$ cat src/hdl/vfb_pkg.sv
// Shared types, register indexes, CORDIC constants and helpers for the
// view frustum bounding box. No dependencies.
package vfb_pkg;

  localparam int CORDIC_STAGES_DEF = 16;
  localparam int ATAN_ENTRIES      = 24;
  localparam int BOX_STAGES        = 8;

  localparam logic signed [32:0] CORDIC_GAIN = 33'sd652032874;
  localparam logic signed [40:0] OUT_MAX     = 41'sd549755813887;
  localparam logic signed [40:0] OUT_MIN     = -41'sd549755813888;

  typedef enum logic [2:0] {
    REG_TAN_H     = 3'd0,
    REG_TAN_V     = 3'd1,
    REG_LAT_MARG  = 3'd2,
    REG_HGT_MARG  = 3'd3,
    REG_VIEW_DIST = 3'd4
  } reg_idx_t;

  typedef struct packed {
    logic signed [32:0] x;
    logic signed [32:0] y;
    logic signed [31:0] z;
    logic               negc;
  } cordic_t;

  typedef struct packed {
    logic               vld;
    cordic_t [2:0]      ch;
    logic signed [39:0] cx;
    logic signed [39:0] cy;
    logic signed [39:0] cz;
  } cell_t;

  // Residual angle step per stage, 2^-23 degree.
  function automatic logic signed [31:0] atan_of(input int i);
    case (i)
      0:  atan_of = 32'sd377487360;
      1:  atan_of = 32'sd222843801;
      2:  atan_of = 32'sd117744544;
      3:  atan_of = 32'sd59768969;
      4:  atan_of = 32'sd30000467;
      5:  atan_of = 32'sd15014858;
      6:  atan_of = 32'sd7509261;
      7:  atan_of = 32'sd3754860;
      8:  atan_of = 32'sd1877459;
      9:  atan_of = 32'sd938733;
      10: atan_of = 32'sd469367;
      11: atan_of = 32'sd234683;
      12: atan_of = 32'sd117342;
      13: atan_of = 32'sd58671;
      14: atan_of = 32'sd29335;
      15: atan_of = 32'sd14668;
      16: atan_of = 32'sd7334;
      17: atan_of = 32'sd3667;
      18: atan_of = 32'sd1833;
      19: atan_of = 32'sd917;
      20: atan_of = 32'sd458;
      21: atan_of = 32'sd229;
      22: atan_of = 32'sd115;
      23: atan_of = 32'sd57;
      default: atan_of = 32'sd0;
    endcase
  endfunction

  // Wrap into one turn, fold into +-90 degrees, load the CORDIC start vector.
  function automatic cordic_t cordic_init(input logic signed [16:0] a);
    logic signed [17:0] r;
    logic signed [31:0] t;
    cordic_t            c;
    r = 18'(a);
    c.negc = 1'b0;
    if (r >= 18'sd23040) begin
      r = r - 18'sd46080;
    end else if (r < -18'sd23040) begin
      r = r + 18'sd46080;
    end
    if (r > 18'sd11520) begin
      r = 18'sd23040 - r;
      c.negc = 1'b1;
    end else if (r < -18'sd11520) begin
      r = -18'sd23040 - r;
      c.negc = 1'b1;
    end
    t = 32'(r);
    c.z = t <<< 16;
    c.x = CORDIC_GAIN;
    c.y = 33'sd0;
    return c;
  endfunction

  function automatic logic signed [63:0] min4(input logic signed [63:0] a, b, c, d);
    logic signed [63:0] m;
    m = a;
    if (b < m) m = b;
    if (c < m) m = c;
    if (d < m) m = d;
    return m;
  endfunction

  function automatic logic signed [63:0] max4(input logic signed [63:0] a, b, c, d);
    logic signed [63:0] m;
    m = a;
    if (b > m) m = b;
    if (c > m) m = c;
    if (d > m) m = d;
    return m;
  endfunction

  function automatic logic signed [39:0] sat40(input logic signed [40:0] v);
    if (v > OUT_MAX) return OUT_MAX[39:0];
    if (v < OUT_MIN) return OUT_MIN[39:0];
    return v[39:0];
  endfunction

endpackage

$ cat src/hdl/vfb_cell.sv
// One CORDIC rotation step for the three pose angles, registered.
// Depends on vfb_pkg.
module vfb_cell #(
  parameter int IDX = 0
) (
  input  logic          clk,
  input  logic          rst,
  input  vfb_pkg::cell_t cin,
  output vfb_pkg::cell_t cout
);
  import vfb_pkg::*;

  localparam logic signed [31:0] ATAN = atan_of(IDX);

  always_ff @(posedge clk) begin
    logic signed [32:0] dx;
    logic signed [32:0] dy;
    for (int k = 0; k < 3; k++) begin
      dx = cin.ch[k].y >>> IDX;
      dy = cin.ch[k].x >>> IDX;
      // zero residual counts as positive
      if (cin.ch[k].z >= 32'sd0) begin
        cout.ch[k].x <= cin.ch[k].x - dx;
        cout.ch[k].y <= cin.ch[k].y + dy;
        cout.ch[k].z <= cin.ch[k].z - ATAN;
      end else begin
        cout.ch[k].x <= cin.ch[k].x + dx;
        cout.ch[k].y <= cin.ch[k].y - dy;
        cout.ch[k].z <= cin.ch[k].z + ATAN;
      end
      cout.ch[k].negc <= cin.ch[k].negc;
    end
    cout.cx <= cin.cx;
    cout.cy <= cin.cy;
    cout.cz <= cin.cz;
    if (rst) begin
      cout.vld <= 1'b0;
    end else begin
      cout.vld <= cin.vld;
    end
  end

endmodule

$ cat config.mk
export PLATFORM = sky130hd
export DESIGN_NAME = vfb_cell
export DESIGN_NICKNAME = d
export VERILOG_FILES = /design/src/hdl/vfb_pkg.sv /design/src/hdl/vfb_cell.sv
export SDC_FILE = /design/constraint.sdc
export NUM_CORES = 1
export LEC_CHECK = 0
export BUFFER_PORTS_ARGS = -buffer_cell sky130_fd_sc_hd__buf_2
export CAP_MARGIN = 10
export CORE_AREA = 2 2 324 326
export CTS_BUF_LIST = sky130_fd_sc_hd__clkbuf_2 sky130_fd_sc_hd__clkbuf_4 sky130_fd_sc_hd__clkbuf_8
export DETAILED_ROUTE_END_ITERATION = 6
export DIE_AREA = 0 0 326 328
export GPL_TIMING_DRIVEN = 0
export PLACE_DENSITY = 0.45
export SYNTH_ARGS = -nofsm -noshare
export SYNTH_HDL_FRONTEND = slang
export SYNTH_SLANG_ARGS = --single-unit
$ cat constraint.sdc
create_clock -name clk -period 6.6 [get_ports clk]
set_clock_uncertainty 0.05 [all_clocks]
set_input_delay 0.33 -clock clk [delete_from_list [all_inputs] [get_ports clk]]
set_output_delay 0.33 -clock clk [all_outputs]
set_load 0.01 [all_outputs]
==> results_dict.tcl, run 1 <==
set metrics [dict create \
    outcome "finished, final reports clean" \
    drt_iter0_drc 1973 \
    wl_per_cell_um 21.1 \
    largest_reg_flops 415 \
    routed_wl_um 119000 \
    coreArea_mm2 0.103 \
    final_max_slew_viol_count 0 \
    viasPerCell 4.74 \
    p_per_area_mw_per_mm2 244 \
    hold_buffers 240 \
    ys_seq_area_share_pct 32.8 \
    cts-resized-gates 0 \
    top_register "cout" \
    start_kind "primary input" \
    cp.arrival_ns 4.72 \
    cts_tree "done" \
    slew_headroom_pct 22.4 \
    max_freq_mhz 236 \
    endpoint_kind "flip-flop" \
    cts.sinks 415 \
    h-tree-depth 3 \
    cts_root_buf "clkbuf_8" \
    synth_area_mm2 0.0253 \
    synth-main-ff-cell "dfxtp_1" \
    area_delta_synth_final_pct 40.1 \
    rsz0062_at_grt "false" \
    period_share_pct 64.1 \
    clk_path_buf_depth 3 \
    first_pass_iters 7 \
    fin_hold_ws_ns 0.0415 \
    dp_hpwl_um 95900 \
    start_util_pct 24.5 \
    crit_start "cin[285]" \
    die_h_um 328 \
    antenna_found_initial 39 \
    period_minus_slack_ns 4.23 \
    layout_common_cells "buf_2, dfxtp_1, a21oi_1" \
    numCtsBuffers 79 \
    cap_viol_max_count 0 \
    finalHoldViolCount 0 \
    ant_nets 0 \
    vdd_drop_max_mv 0.193 \
    tightest_slew_ns 1.16 \
    final_nets 4908 \
    hold_path.class "primary input to flip-flop" \
    synth_cells 3025 \
    drive_gt1_share_pct 24.5 \
    dieArea_mm2 0.107 \
    synth_area_per_cell_um2 8.37 \
    vias 26800 \
    grt.overflow.total 0 \
    required_ns 7.09 \
    ys_async_sr_fraction_pct 0 \
    synth_edf_count 0 \
    io_buffers 830 \
    rows 118 \
    ys_seq_elements 415 \
    layout_commonest_cell "buf_2" \
    setup_tns_ns 0 \
    leakagePower_nw 16.8 \
    hold_start "cin[317]" \
    grt_max_degree 14 \
    post_cts_buffers 0 \
    path_max_fanout 5 \
    whs_endpoint "cout[317]" \
    grt_pass1_wl_um 170000 \
    ys_types 87 \
    clk_transition_reported_paths_ns 0.06 \
    boundaryPins 838 \
    reg.largest.list "cout: 415 flops" \
    synth_nets 3757 \
    worstSetupPathType "primary input to flip-flop" \
    total_power_mw 8.66 \
    die_x_um 326 \
    gp_congestion 0.942 \
    yosysWarnings 0 \
    track_usage_pct 21.1 \
    min_path_cells 3 \
    drc 0 \
    post-route-util_pct 34.4 \
    setup_violations 0 \
    grt_pass1_vias 26400 \
]
-- kinds of logic after synthesis --
kind of cell	count (synthesis)	synth area share, %
flops	415	32.8
simple gates	679	12.6
mux	39	1.54
compound gates	927	23.5
buf+inv	447	6.80
fa+ha+maj	312	15.7
xor+xnor	206	7.12
-- per-stage QoR --
stage                     area, µm²  setup slack (ns)  std cells
after detailed placement      31200              2.30       5235
final                         35500              2.37       5640
after global placement        31200              2.31       5235
after global routing          35500              2.18       5630
after CTS                     35400              2.47       5617
after floorplan               25300              3.41       3025
-- area by class of cell --
class / count / area, µm²
antenna: 23 / 57.6
clock inverter: 20 / 287
timing repair buffer: 1070 / 6560
tap: 1380 / 1730
sequential: 415 / 8310
multi-input combinational: 2163 / 15300
fill: 11100 / 67700
buffer: 140 / 569
inverter: 307 / 1150
clock buffer: 122 / 1530
-- worst max-delay path: stages --
cell and delay, ns:
dlygate4sd3_1 0.65, buf_2 0.18, ha_1 0.20, inv_1 0.07, fa_1 0.41, o21ba_1 0.25, o311a_1 0.35, o31ai_4 0.36
o211ai_2 0.20, or2_2 0.37, nand2_1 0.25, a21oi_1 0.14, o21bai_1 0.21, a22oi_1 0.14, xnor2_1 0.60
-- report_power, final --
| group | switching, mW | internal, mW |
|---|---|---|
| combinational | 1.67 | 1.07 |
| clock | 1.22 | 1.69 |
| sequential | 0.127 | 2.89 |
-- cell usage after synthesis (11+ instances only) --
cell,number,area (µm²)
xor2_1,36,315
o31ai_1,29,218
o211ai_1,18,135
nor2b_1,32,200
inv_1,296,1110
mux2i_1,39,390
buf_2,17,85.1
nor3_1,66,330
nand2b_1,39,244
nand3_1,52,260
o21bai_1,69,518
dfxtp_1,415,8310
a211oi_1,27,203
or3_1,19,119
o21ai_0,154,771
a31oi_1,30,188
clkbuf_1,98,368
a21oi_1,353,1770
or2_2,14,87.6
nor4_1,11,68.8
nor2_1,259,972
xnor2_1,170,1490
a21o_1,65,488
and2_1,11,68.8
nand4_1,25,156
nand2_1,122,458
ha_1,303,3790
o22ai_1,12,75.1
o21a_1,27,203
buf_1,20,75.1
-- worst max-delay path by stage --
stage / depth (start not counted) / endpoint / slack [ns]
2_1_floorplan: 13 / cout[284] / 3.41
3_3_place_gp: 14 / cout[412] / 2.31
3_5_place_dp: 14 / cout[412] / 2.30
4_1_cts: 15 / cout[307] / 2.47
5_1_grt: 15 / cout[412] / 2.18
6_report: 15 / cout[307] / 2.37
-- per-layer routing --
layer / GRT usage (%) / wire length, µm / part of all wire, % / up-vias
li1: - / - / - / 12800
met3: 6.53 / 10400 / 8.8 / 227
met4: 9.09 / 4770 / 4.0 / 22
met2: 34.8 / 54800 / 46 / 1151
met1: 25.3 / 48700 / 41 / 12600
met5: 0 / 161 / 0.14 / -
No activity file was read; power rests on OpenSTA's default activity.
==> run 2: changes to the inputs <==
Clock period 6.6 ns to 3.9 ns, I/O delays scaled along.
==> run 2 against run 1 <==
The flow now finishes with violations (design-rule violations). Non-clock buffer count is 189 higher. Via count is 2.9% higher. Setup slack worse by 2.3 ns. Power is 72% higher. Combinational power increased by 77%. Critical path depth down 1. Count of clock-buffer cells in the layout did not move. Wire length up 2.5%. Sequential share of layout area shrank 1.2 points. Largest cell class unchanged.
==> results_dict.tcl, run 2 (synthesis results as in run 1) <==
set metrics [dict create \
    track_usage_pct 21.7 \
    layout_commonest_cell "buf_2" \
    gp_congestion 0.942 \
    reg.largest.list "cout: 415 flops" \
    path_max_fanout 10 \
    vdd_drop_max_mv 0.305 \
    cts_root_buf "clkbuf_8" \
    total_power_mw 14.9 \
    hold_path.class "primary input to flip-flop" \
    grt.overflow.total 0 \
    antenna_found_initial 43 \
    crit_family "compound AO/OA/AOI/OAI gates" \
    whs_endpoint "cout[65]" \
    outcome "finished, violations left" \
    clk_path_buf_depth 3 \
    tightest_slew_ns 1.20 \
    numPlacedInstances 5235 \
    finalWorstSetupSlack_ns 0.0590 \
    rows 118 \
    min_path_cells 2 \
    slew_headroom_pct 19.9 \
    violations "design-rule violations" \
    die_x_um 326 \
    period_share_pct 98.5 \
    ant_nets 0 \
    first_pass_iters 7 \
    place_ws_ns -0.261 \
    leakagePower_nw 17.6 \
    vias 27500 \
    cp_cell_sequence "dlygate4sd3_1 > buf_2 > ha_1 > buf_2 > nor2b_1 > o21bai_1 > a31oi_1 > o31ai_2 > o21bai_1 > o211ai_1 > a21boi_1 > o311ai_0 > a21oi_1 > nor3_1" \
    start_util_pct 24.5 \
    grt_max_degree 14 \
    setup_tns_ns 0 \
    dp_hpwl_um 95900 \
    p_per_area_mw_per_mm2 398 \
    cap_viol_max_count 0 \
    routed_wl_um 122000 \
    hold_start "cin[65]" \
    final_max_slew_viol_count 0 \
    required_ns 4.49 \
    max_freq_mhz 260 \
    viasPerCell 4.72 \
    largest_reg_flops 415 \
    cpMaxStageDelayCell "o311ai_0" \
    cts_tree "done" \
    endpoint_kind "flip-flop" \
    drt_iter0_drc 1887 \
    coreArea_mm2 0.103 \
    finalHoldViolCount 0 \
    layout.cells.non_filler 5832 \
    io_buffers 830 \
    cp.arrival_ns 4.43 \
    dieArea_mm2 0.107 \
    post_cts_buffers 0 \
    numCtsBuffers 79 \
    crit_buf_inv 3 \
    drc 6 \
    area_delta_synth_final_pct 47.7 \
    h-tree-depth 3 \
    layout_common_cells "buf_2, dlygate4sd3_1, dfxtp_1" \
    fillers 10900 \
    drive_gt1_share_pct 23.5 \
    worstSetupPathType "primary input to flip-flop" \
    cts.sinks 415 \
    die_h_um 328 \
    cp_slowest_stage_delay_ns 0.59 \
    setup_violations 0 \
    clk_transition_reported_paths_ns 0.07 \
    start_kind "primary input" \
    boundaryPins 838 \
    grt_pass1_vias 27600 \
    wl_per_cell_um 20.9 \
    grt_pass1_wl_um 175000 \
    rsz0062_at_grt "false" \
    final_nets 5097 \
    top_register "cout" \
    period_minus_slack_ns 3.84 \
]
run 2: through the flow:
step	utilization, %	hold slack, ns	area [µm²]
3_3_place_gp	30.2	0.247	31200
5_1_grt	36.2	0.0197	37400
2_1_floorplan	-	0.173	25300
3_5_place_dp	30.2	0.249	31200
6_report	36.3	0.0840	37400
4_1_cts	36.2	0.000158	37300
run 2: worst max path at each step:
stage          startpoint        end  slack, ns  cells after the start
2_1_floorplan    cin[252]  cout[284]       0.84                     13
3_3_place_gp     cin[384]  cout[412]      -0.25                     14
3_5_place_dp     cin[384]  cout[412]      -0.26                     14
4_1_cts          cin[253]  cout[307]       0.10                     14
5_1_grt          cin[253]  cout[283]      0.009                     15
6_report         cin[190]  cout[218]       0.06                     14
run 2: layout make-up:
class / instances / area [µm²] / area share, %
sequential: 415 / 8310 / 22.2
clock buffer: 122 / 1530 / 4.09
timing repair buffer: 1259 / 8450 / 22.6
clock inverter: 20 / 287 / 0.766
tap: 1380 / 1730 / 4.61
inverter: 307 / 1150 / 3.08
antenna: 26 / 65.1 / 0.174
multi-input combinational: 2163 / 15300 / 41.0
buffer: 140 / 571 / 1.52
run 2: routing by layer:
layer  global-route usage (%)  vias up  part of all wire [%]
met1                     25.6    13000                    41
li1                         -    13200                     -
met3                     6.86      245                   8.7
met4                     10.2       16                   4.4
met5                        0        -                 0.082
met2                     35.7     1154                    46
run 2: repair_timing:
item                       CTS  global route
setup endpoints to repair    0            14
hold buffers               429             0
hold endpoints to repair   269             0
gates resized for setup      0            11
run 2: report_power, final:
| part | internal, mW | switching [mW] | total, mW |
|---|---|---|---|
| Sequential | 4.88 | 0.217 | 5.10 |
| Combinational | 1.97 | 2.87 | 4.85 |
| Clock | 2.86 | 2.07 | 4.93 |
| Total | 9.72 | 5.16 | 14.9 |
==> run 3: changes to the inputs <==
Settings changed: PLACE_DENSITY 0.45 to unset.
==> run 3 against run 2 <==
The run now ends clean. Setup slack improved by 0.038 ns. Final cell count is 0.21% lower. Count of clock-buffer cells in the layout shrank 11. Combinational power is 2% higher. Sequential power barely moved. Fmax grew 0.99%. Sequential share of layout area hardly changed. Global-route usage is 0.19 points higher. Hold slack improved by 0.0056 ns. Flip-flop and latch count is the same. Largest cell class unchanged.
==> results_dict.tcl, run 3 (synthesis results as in run 1) <==
set metrics [dict create \
    cpMaxStageDelayCell "dlygate4sd3_1" \
    finalHoldViolCount 0 \
    die_h_um 328 \
    final_nets 5089 \
    cts_root_buf "clkbuf_8" \
    coreArea_mm2 0.103 \
    final_max_slew_viol_count 0 \
    grt.overflow.total 0 \
    grt_pass1_vias 28000 \
    start_kind "primary input" \
    boundaryPins 838 \
    cp_slowest_stage_delay_ns 0.54 \
    drt_iter0_drc 2451 \
    antenna_found_initial 40 \
    p_per_area_mw_per_mm2 408 \
    cp.arrival_ns 4.30 \
    vias 28200 \
    vdd_drop_max_mv 0.288 \
    grt_max_degree 13 \
    endpoint_kind "flip-flop" \
    track_usage_pct 21.9 \
    period_share_pct 97.5 \
    cp_cell_sequence "dlygate4sd3_1 > buf_2 > ha_1 > buf_2 > nor2_2 > o211ai_2 > a311oi_2 > a21oi_1 > o41a_1 > o21ba_1 > a2111o_1 > a32oi_1 > a21oi_1 > xnor2_2" \
    crit_family "compound AO/OA/AOI/OAI gates" \
    outcome "finished, final reports clean" \
    h-tree-depth 3 \
    cap_viol_max_count 0 \
    required_ns 4.40 \
    hold_path.class "primary input to flip-flop" \
    setup_violations 0 \
    slew_headroom_pct 31.2 \
    tightest_slew_ns 1.03 \
    fin_hold_ws_ns 0.0896 \
    max_freq_mhz 263 \
    post_cts_buffers 0 \
    worstSetupPathType "primary input to flip-flop" \
    numCtsBuffers 81 \
    combPwrFrac_pct 32.3 \
    clk_path_buf_depth 3 \
    clockPowerShare_pct 34.2 \
    rsz0062_at_grt "false" \
    dp_hpwl_um 95800 \
    io_buffers 830 \
    drive_gt1_share_pct 23.7 \
    p_seq_share_pct 33.5 \
    start_util_pct 24.5 \
    wl_per_cell_um 21.1 \
    post-route-util_pct 36.3 \
    path_max_fanout 8 \
    drc 0 \
    dieArea_mm2 0.107 \
    rows 118 \
    p_int_mw 9.94 \
    reg.largest.list "cout: 415 flops" \
    largest_reg_flops 415 \
    ant_nets 0 \
    p_sw_mw 5.33 \
    cts_tree "done" \
    cts.sinks 415 \
    leakagePower_nw 17.6 \
    clk_transition_reported_paths_ns 0.06 \
    layout_common_cells "buf_2, dlygate4sd3_1, dfxtp_1" \
    setup_tns_ns 0 \
    die_x_um 326 \
    layout_commonest_cell "buf_2" \
    first_pass_iters 5 \
    area_delta_synth_final_pct 47.8 \
    switching_share_pct 34.9 \
    grt_pass1_wl_um 177000 \
    period_minus_slack_ns 3.80 \
    routed_wl_um 123000 \
    viasPerCell 4.84 \
    top_register "cout" \
    crit_buf_inv 3 \
    gp_congestion 0.978 \
]
run 3: changes by cell type in the layout (fill, tap and decap cells not counted), moves of 2 or more:
cell	change
o311ai_1	-3
o311ai_0	+2
clkbuf_8	-2
clkbuf_4	-9
bufinv_16	+5
dlygate4sd3_1	-10
inv_12	-2
clkinvlp_4	+8
diode_2	-4
run 3: worst paths after layout:
check | start | slack (ns) | to | depth (start not counted)
setup / recovery | cin[388] | 0.1 | cout[409] | 14
hold / removal | cin[137] | 0.09 | cout[137] | 2
run 3: layer usage:
layer / wire, µm / global-route usage [%] / part of all wire, %
met1: 50400 / 27.1 / 41
met2: 55800 / 35.6 / 45
met3: 10700 / 5.13 / 8.7
met4: 5710 / 10.6 / 4.6
met5: 147 / 0 / 0.12
run 3: stage by stage:
step / cells / cell area (µm²) / setup WS (ns) / total power, mW
global route: 5811 / 37400 / 0.0134 / 16.0
detailed placement: 5235 / 31200 / -0.261 / 9.60
finish: 5820 / 37400 / 0.0968 / 15.3
CTS: 5798 / 37300 / 0.0156 / 15.3
global placement: 5235 / 31200 / -0.320 / 9.62
floorplan: 3025 / 25300 / 0.843 / 7.60
run 3: cell type report:
type	instances	area (µm²)
Clock inverter	33	487
Tap cell	1380	1730
Antenna cell	22	55.1
Fill cell	10700	65800
Clock buffer	111	1430
Buffer	140	569
Timing Repair Buffer	1249	8350
Inverter	307	1150
Sequential cell	415	8310
Multi-Input combinational cell	2163	15400
run 3: power by group through the flow:
stage	combinational (mW)	clock [mW]	sequential [mW]
2_1_floorplan	2.13	0	5.47
3_3_place_gp	4.44	0	5.18
3_5_place_dp	4.41	0	5.19
4_1_cts	4.82	5.39	5.12
5_1_grt	5.27	5.58	5.16
6_report	4.93	5.22	5.12
run 3: repair_timing:
action | CTS | global route
hold buffers | 419 | 0
resized for setup | 0 | 14
endpoints found under the hold margin | 272 | 0
setup endpoints to repair | 0 | 23
